### src/rtl/core/mcv_pkg.sv
// Shared types and constants for the maze carver.
`default_nettype none
package mcv_pkg;

  localparam int unsigned MaxCells = 1024;
  localparam int unsigned MaxSide  = 32;
  localparam int unsigned CellW    = $clog2(MaxCells);
  localparam int unsigned SideW    = 6;
  localparam int unsigned RemW     = $clog2(MaxSide);
  localparam int unsigned WallW    = 4;
  localparam int unsigned CfgIdxW  = 2;
  localparam int unsigned CfgDataW = 10;

  typedef logic [CellW-1:0] cell_t;
  typedef logic [SideW-1:0] side_t;

  typedef enum logic [CfgIdxW-1:0] {
    REG_GRID_ROWS  = 2'd0,
    REG_GRID_COLS  = 2'd1,
    REG_START_CELL = 2'd2,
    REG_END_CELL   = 2'd3
  } reg_idx_e;

  typedef enum logic [1:0] {
    DIR_TOP    = 2'd0,
    DIR_RIGHT  = 2'd1,
    DIR_BOTTOM = 2'd2,
    DIR_LEFT   = 2'd3
  } dir_e;

  // Request bundle from the sequencer to the set/wall memories.
  typedef struct packed {
    logic             p_we;
    cell_t            p_waddr;
    cell_t            p_wdata;
    cell_t            p_raddr;
    logic             w_we;
    cell_t            w_waddr;
    logic [WallW-1:0] w_wdata;
    cell_t            w_raddr;
  } mem_req_t;

  typedef struct packed {
    cell_t            p_rdata;
    logic [WallW-1:0] w_rdata;
  } mem_rsp_t;

endpackage
`default_nettype wire

### src/rtl/core/mcv_colmod.sv
// Bit-serial remainder of a cell index by the column count.
`default_nettype none
module mcv_colmod (
  input  wire                 clk_i,
  input  wire                 rst_ni,
  input  wire                 start_i,
  input  wire mcv_pkg::cell_t dividend_i,
  input  wire mcv_pkg::side_t divisor_i,
  output logic                done_o,
  output logic [mcv_pkg::RemW-1:0] rem_o
);
  import mcv_pkg::*;

  localparam int unsigned CntW = $clog2(CellW + 1);

  logic             busy_q, busy_d;
  logic             done_q, done_d;
  logic [CntW-1:0]  cnt_q, cnt_d;
  cell_t            shift_q, shift_d;
  side_t            div_q, div_d;
  logic [RemW-1:0]  rem_q, rem_d;
  side_t            trial;

  always_comb begin
    busy_d  = busy_q;
    done_d  = 1'b0;
    cnt_d   = cnt_q;
    shift_d = shift_q;
    div_d   = div_q;
    rem_d   = rem_q;
    trial   = {rem_q, shift_q[CellW-1]};
    if (start_i) begin
      busy_d  = 1'b1;
      cnt_d   = '0;
      shift_d = dividend_i;
      div_d   = divisor_i;
      rem_d   = '0;
    end else if (busy_q) begin
      // shift in one dividend bit, subtract when it fits
      if (trial >= div_q) begin
        rem_d = RemW'(trial - div_q);
      end else begin
        rem_d = RemW'(trial);
      end
      shift_d = {shift_q[CellW-2:0], 1'b0};
      cnt_d   = CntW'(cnt_q + 1'b1);
      if (cnt_q == CntW'(CellW - 1)) begin
        busy_d = 1'b0;
        done_d = 1'b1;
      end
    end
  end

  always_ff @(posedge clk_i or negedge rst_ni) begin
    if (!rst_ni) begin
      busy_q <= 1'b0;
      done_q <= 1'b0;
      cnt_q  <= '0;
    end else begin
      busy_q <= busy_d;
      done_q <= done_d;
      cnt_q  <= cnt_d;
    end
  end

  always_ff @(posedge clk_i) begin
    shift_q <= shift_d;
    div_q   <= div_d;
    rem_q   <= rem_d;
  end

  assign done_o = done_q;
  assign rem_o  = rem_q;
endmodule
`default_nettype wire

### config.mk
export PLATFORM = sky130hd
export DESIGN_NAME = mcv_colmod
export DESIGN_NICKNAME = d
export VERILOG_FILES = /design/src/rtl/core/mcv_pkg.sv /design/src/rtl/core/mcv_colmod.sv
export SDC_FILE = /design/constraint.sdc
export NUM_CORES = 1
export LEC_CHECK = 0
export BUFFER_PORTS_ARGS = -buffer_cell sky130_fd_sc_hd__buf_2
export CAP_MARGIN = 20
export CORE_ASPECT_RATIO = 0.75
export CORE_MARGIN = 5
export CORE_UTILIZATION = 37
export DETAILED_ROUTE_END_ITERATION = 16
export GPL_TIMING_DRIVEN = 0
export PLACE_DENSITY = 0.6
export SYNTH_ARGS = -nofsm -noshare
export SYNTH_HDL_FRONTEND = slang
export SYNTH_SLANG_ARGS = --single-unit
### constraint.sdc
create_clock -name clk_i -period 2.09 [get_ports clk_i]
set_input_delay 0.209 -clock clk_i [delete_from_list [all_inputs] [get_ports clk_i]]
set_output_delay 0.209 -clock clk_i [all_outputs]
set_load 0.02 [all_outputs]
==> out/results.md, run 1 <==
* 0.1086 ns — post-route worst hold slack
* 47.5% — sequential power share
* 882.6 nW/um^2 — P per Cell Area
* 19 — number of rows created at floorplan
* 1943 um — Detailed Place HPWL
* 0.4374 ns — transition time of the tightest slew-check pin
* 22.22% — Synth async-reset ratio
* 0 — Max-Cap Viols
* 96.25% — Final Cycle Share
* buf_2 — most common cell after layout, fill and taps aside
* 25 — IO Count
* 13.23 um — wire length per cell
* 0 — max-slew violation total from the final report
* register — sort of element at the end of the critical path
* 2.26 ns — Worst Path Required
* 27 — clock sink total
* 973.5 uW — internal cell power
* finished clean — run status
* 4993 um^2 — Die ar.
* register — startpoint kind of the worst setup timing path
* 32.09% — net switching share of the total power
* 0.08 ns — register-to-register setup slack
* 0.7721 — placer's final routability congestion estimate
* 10.57% — GRT Total Usage
* 4174 um — global-route wire length before repair
* 8 — count of cells along the worst register-to-register path
* 3.871% — synthesized-area fraction occupied by xor and xnor cells
* 0.07834 ns — crit path setup slack, layout
* 45.24% — Finished Core Util
* 110 — post-synthesis instance total
* reg -> reg — kind of critical path
* 12.34 um^2 — synthesized area per cell
* 2 — number of buffers between clock root and the deepest sink
* 0.09 ns — clock slew at the register clock pins of the worst setup and hold paths
* 39 — synth unique cells
* edfxtp_1 — most instantiated flip-flop cell in the synthesis netlist
* 0 — Final ANT Viol Nets
* 37.82% — Starting Density
* 6 — critical-path maximum fanout
* 168 — fin nets
* 4.796 — via/cell ratio
* div_q[1] — Worst Hold Path EP
* 0.002849 ns — largest clock skew in the final design
* simple AND/OR/NAND/NOR gates — combinational family with the most area after synthesis
* 20.6% — part of the total power dissipated in the clock network
* shift_q[9] — Worst R2R Start
* 19.63% — synthesis-to-finish area growth
* 1 — instance count along the most critical hold path
* fa_2 — Slowest cell on crit path
* 0 — number of antenna repair diodes
* 0.0007010 uW — reported leakage power
* 1543 um^2 — instance area after placement
* 0.38 ns — delay of the slowest cell on the worst path
* 7.465% — multiplexer area fraction after synthesis
* 79.95 um — Die Span X
* 0 — DRC violations left
* 0 — grt total ovfl
* 916 — total via count in the routed design
* 2.18 ns — arrival time of the worst setup path
* 0 — synthesis warning total
* 8.848% — fraction of the mapped netlist area in adder cells
* 9.124% — synthesized-area fraction occupied by ao, oa, aoi and oai cells
* 70.84% — Max transition margin
* 1358 um^2 — area of the mapped netlist
* rem_o[2] — reg2reg end
* 459.9 uW — net switching power figure
* 138 — net count after synthesis
* in -> reg — worst min-delay path class
* 1 — H-tree depth
* 53.82% — register area share after synthesis
* 0.27 ns — clock latency on the worst-skew pair
* divisor_i[1] — Min-Delay Startpoint
* 4 — first-pass detailed-route iteration total
* 1624 um^2 — post-route design area
* 0 — antenna violations before repair
* 62.46 um — Die Y
* 3 — TritonCTS Buffers
* buf_2, edfxtp_1, inv_1 — most used cells in the layout excluding fill and tap cells
* 11.98% — share of synthesized cell area in and, or, nand and nor gates
* 16 — Post-synth EDFFs
* -0.07890 ns — DP Worst Slack
* 0.4922 mV — worst supply voltage drop on vdd
* 2527 um — final routed wirelength across all metal layers
* inv_1 — crit-path most repeated cell
* 3590 um^2 — CORE AREA
* 0 — final-report setup violation count
* clkbuf_8 — cell chosen for the clock root
* 961 — vias in the first global route
* 2.012 ns — final critical delay including setup and external delays
* 16 — pin count of the biggest net entering global routing
* 27 — #FFs+latches synth
* 31.9% — Combinational Power Share
* 18 — Iteration-0 DRC Markers
* inv_1 -> ha_1 -> inv_1 -> fa_2 -> a21oi_4 -> o21ai_4 -> or2_4 -> a311o_1 — cell breakdown of the critical path
* done — CTS tree
* 0 — hold violation count in the final report
* 24 — count of input and output buffers
* 497.1 MHz — max frequency
* 33.09% — share of final-layout standard cells stronger than drive strength 1
## kinds of logic (layout without fill, tap and decap cells)
kind of cell	count (synthesis)	count (layout)
AND/OR/NAND/NOR	27	27
adder cells (fa/ha/maj)	9	9
XOR/XNOR	6	6
buffers and inverters	15	44
AO/OA/AOI/OAI	17	17
flip-flops	27	27
multiplexers	9	9
## per-stage QoR
| step | TNS, ns | instances | power, uW |
|---|---|---|---|
| finish | 0 | 191 | 1433 |
| global route | -0.02564 | 191 | 1519 |
| CTS | 0 | 191 | 1424 |
| detailed placement | -0.1370 | 186 | 1119 |
| global placement | -0.04395 | 186 | 1099 |
| floorplan | 0 | 110 | 991.1 |
## critical path, delay by kind of cell (launching register included)
family	cells	cell delay (ns)
compound gates	3	0.57
fa+ha+maj	2	0.54
buf+inv	2	0.14
flops	1	0.36
simple gates	1	0.28
## state kept, by name, summed over array words and instances (netlist names)
signal,cells
div_q,6
shift_q,10
rem_o,5
done_o,1
busy_q,1
cnt_q,4
## power by group through the flow
stage | registers (uW) | clock network (uW) | logic (uW)
after detailed placement | 694 | 0 | 425
after global routing | 690 | 324 | 505
after global placement | 692 | 0 | 407
after CTS | 683 | 303 | 439
final | 681 | 296 | 457
after floorplan | 723 | 0 | 268
## layer usage
layer  part of all wire, %  track usage, %
met1                    46           13.25
met2                    48           17.46
met3                   5.4           3.602
met4                  0.71           2.532
met5                     0               0
## cell type report
cell class / instances / area [um^2]
timing repair buffer: 25 / 130.1
sequential: 27 / 730.7
multi-input combinational: 68 / 585.6
buffer: 6 / 32.53
tap: 52 / 65.06
clock inverter: 1 / 5.005
fill: 348 / 1966
clock buffer: 3 / 41.29
inverter: 9 / 33.78
## synth_stat cells (3+ instances only)
master | number | area, um^2
mux2_1 | 3 | 33.78
inv_1 | 9 | 33.78
a21oi_1 | 3 | 15.01
mux2_2 | 6 | 67.56
nand2_1 | 5 | 18.77
nor2_1 | 6 | 22.52
xor2_1 | 4 | 35.03
dfrtp_1 | 6 | 150.1
ha_1 | 8 | 100.1
clkbuf_1 | 3 | 11.26
or3b_2 | 3 | 26.28
dfxtp_1 | 5 | 100.1
edfxtp_1 | 16 | 480.5
## what timing repair did
action,4_1_cts,5_1_grt
setup buffers,0,0
cloned,0,0
hold endpoints to repair,6,0
setup endpoints to repair,5,1
hold buffers,1,0
resized for setup,3,2
## worst max-delay path by stage
| stage | startpoint | to | slack [ns] | depth (start not counted) |
|---|---|---|---|---|
| after floorplan | shift_q[9] | rem_o[2] | 0.17 | 8 |
| after global placement | shift_q[9] | rem_o[2] | -0.04 | 8 |
| after detailed placement | shift_q[9] | rem_o[2] | -0.08 | 8 |
| after CTS | shift_q[9] | rem_o[2] | 0.07 | 8 |
| after global routing | shift_q[9] | rem_o[2] | -0.03 | 8 |
| final | shift_q[9] | rem_o[2] | 0.08 | 8 |
Power figures use the tool's default switching activity.
==> run 2: changes to the inputs <==
Settings changed: ABC_AREA set to 1.
==> run 2 against run 1 <==
Global-route usage grew 0.23 points; clock power shrank 4%; critical path depth up 3; sequential cell count unchanged; largest power group unchanged; clock skew about the same; non-clock buffer count down 4; core utilization shrank 0.33 points; fmax is 17% higher; wire length down 2.7%; via count grew 13%; largest cell class unchanged; hold slack improved by 0.0075 ns.
==> out/results.md, run 2 <==
* 4388 um — global-route wire length before repair, +5.1%
* 0.42 ns — delay of the slowest cell on the worst path, +0.04 ns
* 1028 — vias in the first global route, +7.0%
* 0 — Max-Cap Viols, unchanged
* 989.3 nW/um^2 — P per Cell Area, +12%
* register — sort of element at the end of the critical path
* 0 — number of antenna repair diodes, unchanged
* 0.0008228 uW — reported leakage power, +17%
* 63.35 um — Die Y, +1.4%
* 24 — count of input and output buffers, unchanged
* 180 — net count after synthesis, +30%
* 0.1161 ns — post-route worst hold slack, +0.007502 ns
* edfxtp_1 — most instantiated flip-flop cell in the synthesis netlist
* 152 — post-synthesis instance total, +38%
* 27 — clock sink total, unchanged
* 1978 um — Detailed Place HPWL, +1.8%
* 1.727 ns — final critical delay including setup and external delays, -0.2850 ns
* 1 — H-tree depth, unchanged
* 44.91% — Finished Core Util, -0.33 points
* done — CTS tree
* 1404 um^2 — area of the mapped netlist, +3.4%
* register — startpoint kind of the worst setup timing path
* 27 — #FFs+latches synth, unchanged
* 0 — antenna violations before repair, unchanged
* reg -> reg — kind of critical path
* 0 ns — accumulated negative setup slack, unchanged
* inv_1 -> ha_1 -> inv_1 -> fa_1 -> inv_1 -> nand2_1 -> nand2_4 -> nand3_4 -> nand2_1 -> nand3_1 -> o21ai_1 — cell breakdown of the critical path
* 2.28 ns — Worst Path Required, +0.02 ns
* 566.8 um^2 — multi-input logic area, -3.2%
* 380 — fill cell total of the finished layout, +9.2%
* 27 — synth unique cells, -31%
* 82.61% — Final Cycle Share, -14 points
* 0.003293 ns — largest clock skew in the final design, +0.0004437 ns
* 10 — flip-flop count of the largest register, all copies and words added, unchanged
* 1.92 ns — arrival time of the worst setup path, -0.26 ns
* 10.80% — GRT Total Usage, +0.23 points
* 73.44% — Max transition margin, +2.6 points
* 16 — pin count of the biggest net entering global routing, unchanged
* 210 — fin nets, +25%
* 4.425 — via/cell ratio, -7.7%
* 0 — hold violation count in the final report, unchanged
* 0 — Final ANT Viol Nets, unchanged
* inv_1 — crit-path most repeated cell
* nand2_1 — most common cell after layout, fill and taps aside
* 0.09 ns — clock slew at the register clock pins of the worst setup and hold paths, about the same
* 0 — synthesis warning total, unchanged
* fa_1 — Slowest cell on crit path
* 24.31% — share of final-layout standard cells stronger than drive strength 1, -8.8 points
* nand2_1, inv_1, edfxtp_1 — top post-synthesis cells by count
* 2459 um — final routed wirelength across all metal layers, -2.7%
* 0 — max-slew violation total from the final report, unchanged
* 4 — first-pass detailed-route iteration total, unchanged
* edfxtp_1, nand2_1, dfrtp_1 — top area cells in the synthesized netlist
* clkbuf_8 — cell chosen for the clock root
* 38.35% — Starting Density, +0.53 points
* 0.8342 — placer's final routability congestion estimate, +8.0%
* 81.13 um — Die Span X, +1.5%
* 0.3570 mV — worst supply voltage drop on vdd, -27%
* 16 — Post-synth EDFFs, unchanged
* 1031 — total via count in the routed design, +13%
* 6 — critical-path maximum fanout, unchanged
* edfxtp_1 — biggest area consumer among synthesized cells
* 0.3984 ns — transition time of the tightest slew-check pin, -0.03900 ns
* 3661 um^2 — CORE AREA, +2.0%
* 0 — DRC violations left, unchanged
* 17.11% — synthesis-to-finish area growth
* 0 — final-report setup violation count, unchanged
* 10.55 um — wire length per cell, -20%
* false — RSZ-0062 raised after global routing
* 34.22% — fraction of post-synthesis cell area in the top cell type by area, -1.2 points
* 5139 um^2 — Die ar., +2.9%
* nand2_1, buf_2, inv_1 — most used cells in the layout excluding fill and tap cells
* in -> reg — worst min-delay path class
* 9.236 um^2 — synthesized area per cell, -25%
* nand2_1 — most frequent cell after synthesis
* 31 — Iteration-0 DRC Markers, +13
* 0.26 ns — clock latency on the worst-skew pair, about the same
* shift_q — register name with the most flops
* 25 — IO Count, unchanged
* 2 — number of buffers between clock root and the deepest sink, unchanged
* 22.22% — Synth async-reset ratio, unchanged
* 52.05% — register area share after synthesis, -1.8 points
* 19 — number of rows created at floorplan, unchanged
* finished clean — run status
* 730.7 um^2 — sequential cell area in the final layout, unchanged
* 0 — grt total ovfl, unchanged
* 3 — TritonCTS Buffers, unchanged
* 579.2 MHz — max frequency, +17%
run 2: critical path, delay by kind of cell, from the launching register on:
| kind | cells | cell delay [ns] |
|---|---|---|
| fa+ha+maj | 2 | 0.56 |
| buf+inv | 3 | 0.20 |
| compound gates | 1 | 0.09 |
| flops | 1 | 0.37 |
| simple gates | 5 | 0.42 |
run 2: per-stage QoR:
| stage | instances | setup WS, ns | area [um^2] | power [uW] |
|---|---|---|---|---|
| 6_report | 233 | 0.3634 | 1644 | 1627 |
| 5_1_grt | 233 | 0.2142 | 1644 | 1759 |
| 4_1_cts | 233 | 0.3484 | 1644 | 1649 |
| 3_5_place_dp | 228 | 0.3792 | 1589 | 1359 |
| 3_3_place_gp | 228 | 0.3901 | 1589 | 1340 |
| 2_1_floorplan | 152 | 0.5252 | 1404 | 1202 |
run 2: per-layer routing:
layer / vias up / track usage (%) / wire length, um
met5: - / 0 / 0
met4: 0 / 3.797 / 16
met3: 2 / 2.422 / 120
met2: 14 / 17.11 / 1131
met1: 466 / 14.39 / 1190
li1: 549 / - / -
run 2: layout make-up:
cell class / count / share of cell area [%]
plain buffers: 2 / 0.5327
clock buffers: 4 / 2.740
inverters: 26 / 5.936
multi-input cells: 97 / 34.47
flip-flops and latches: 27 / 44.44
well taps: 52 / 3.957
repair buffers: 25 / 7.915
run 2: repair_timing:
item	CTS	global route
setup endpoints to repair	0	0
hold buffers	1	0
gates resized for setup	0	0
setup buffers	0	0
endpoints found under the hold margin	6	0
run 2: final timing paths:
path	start	end	slack, ns	depth (start not counted)
setup / recovery	shift_q[9]	rem_o[1]	0.36	11
hold / removal	divisor_i[1]	div_q[1]	0.12	1
setup reg to reg	shift_q[9]	rem_o[1]	0.36	11
hold reg to reg	cnt_q[2]	done_o	0.47	1
max in group asynchronous	rst_ni	done_o	1.65	2
min in group asynchronous	rst_ni	cnt_q[1]	0.29	2
run 2: cell families after synthesis:
kind of cell,after synthesis,synth area share [%]
fa+ha+maj,9,8.556
xor+xnor,1,0.6240
buf+inv,28,7.575
flops,27,52.05
compound gates,10,3.921
simple gates,77,27.27
run 2: power breakdown:
group,switching [uW],internal (uW)
combinational,395,251
clock,149,136
sequential,52.6,643
total,596,1030
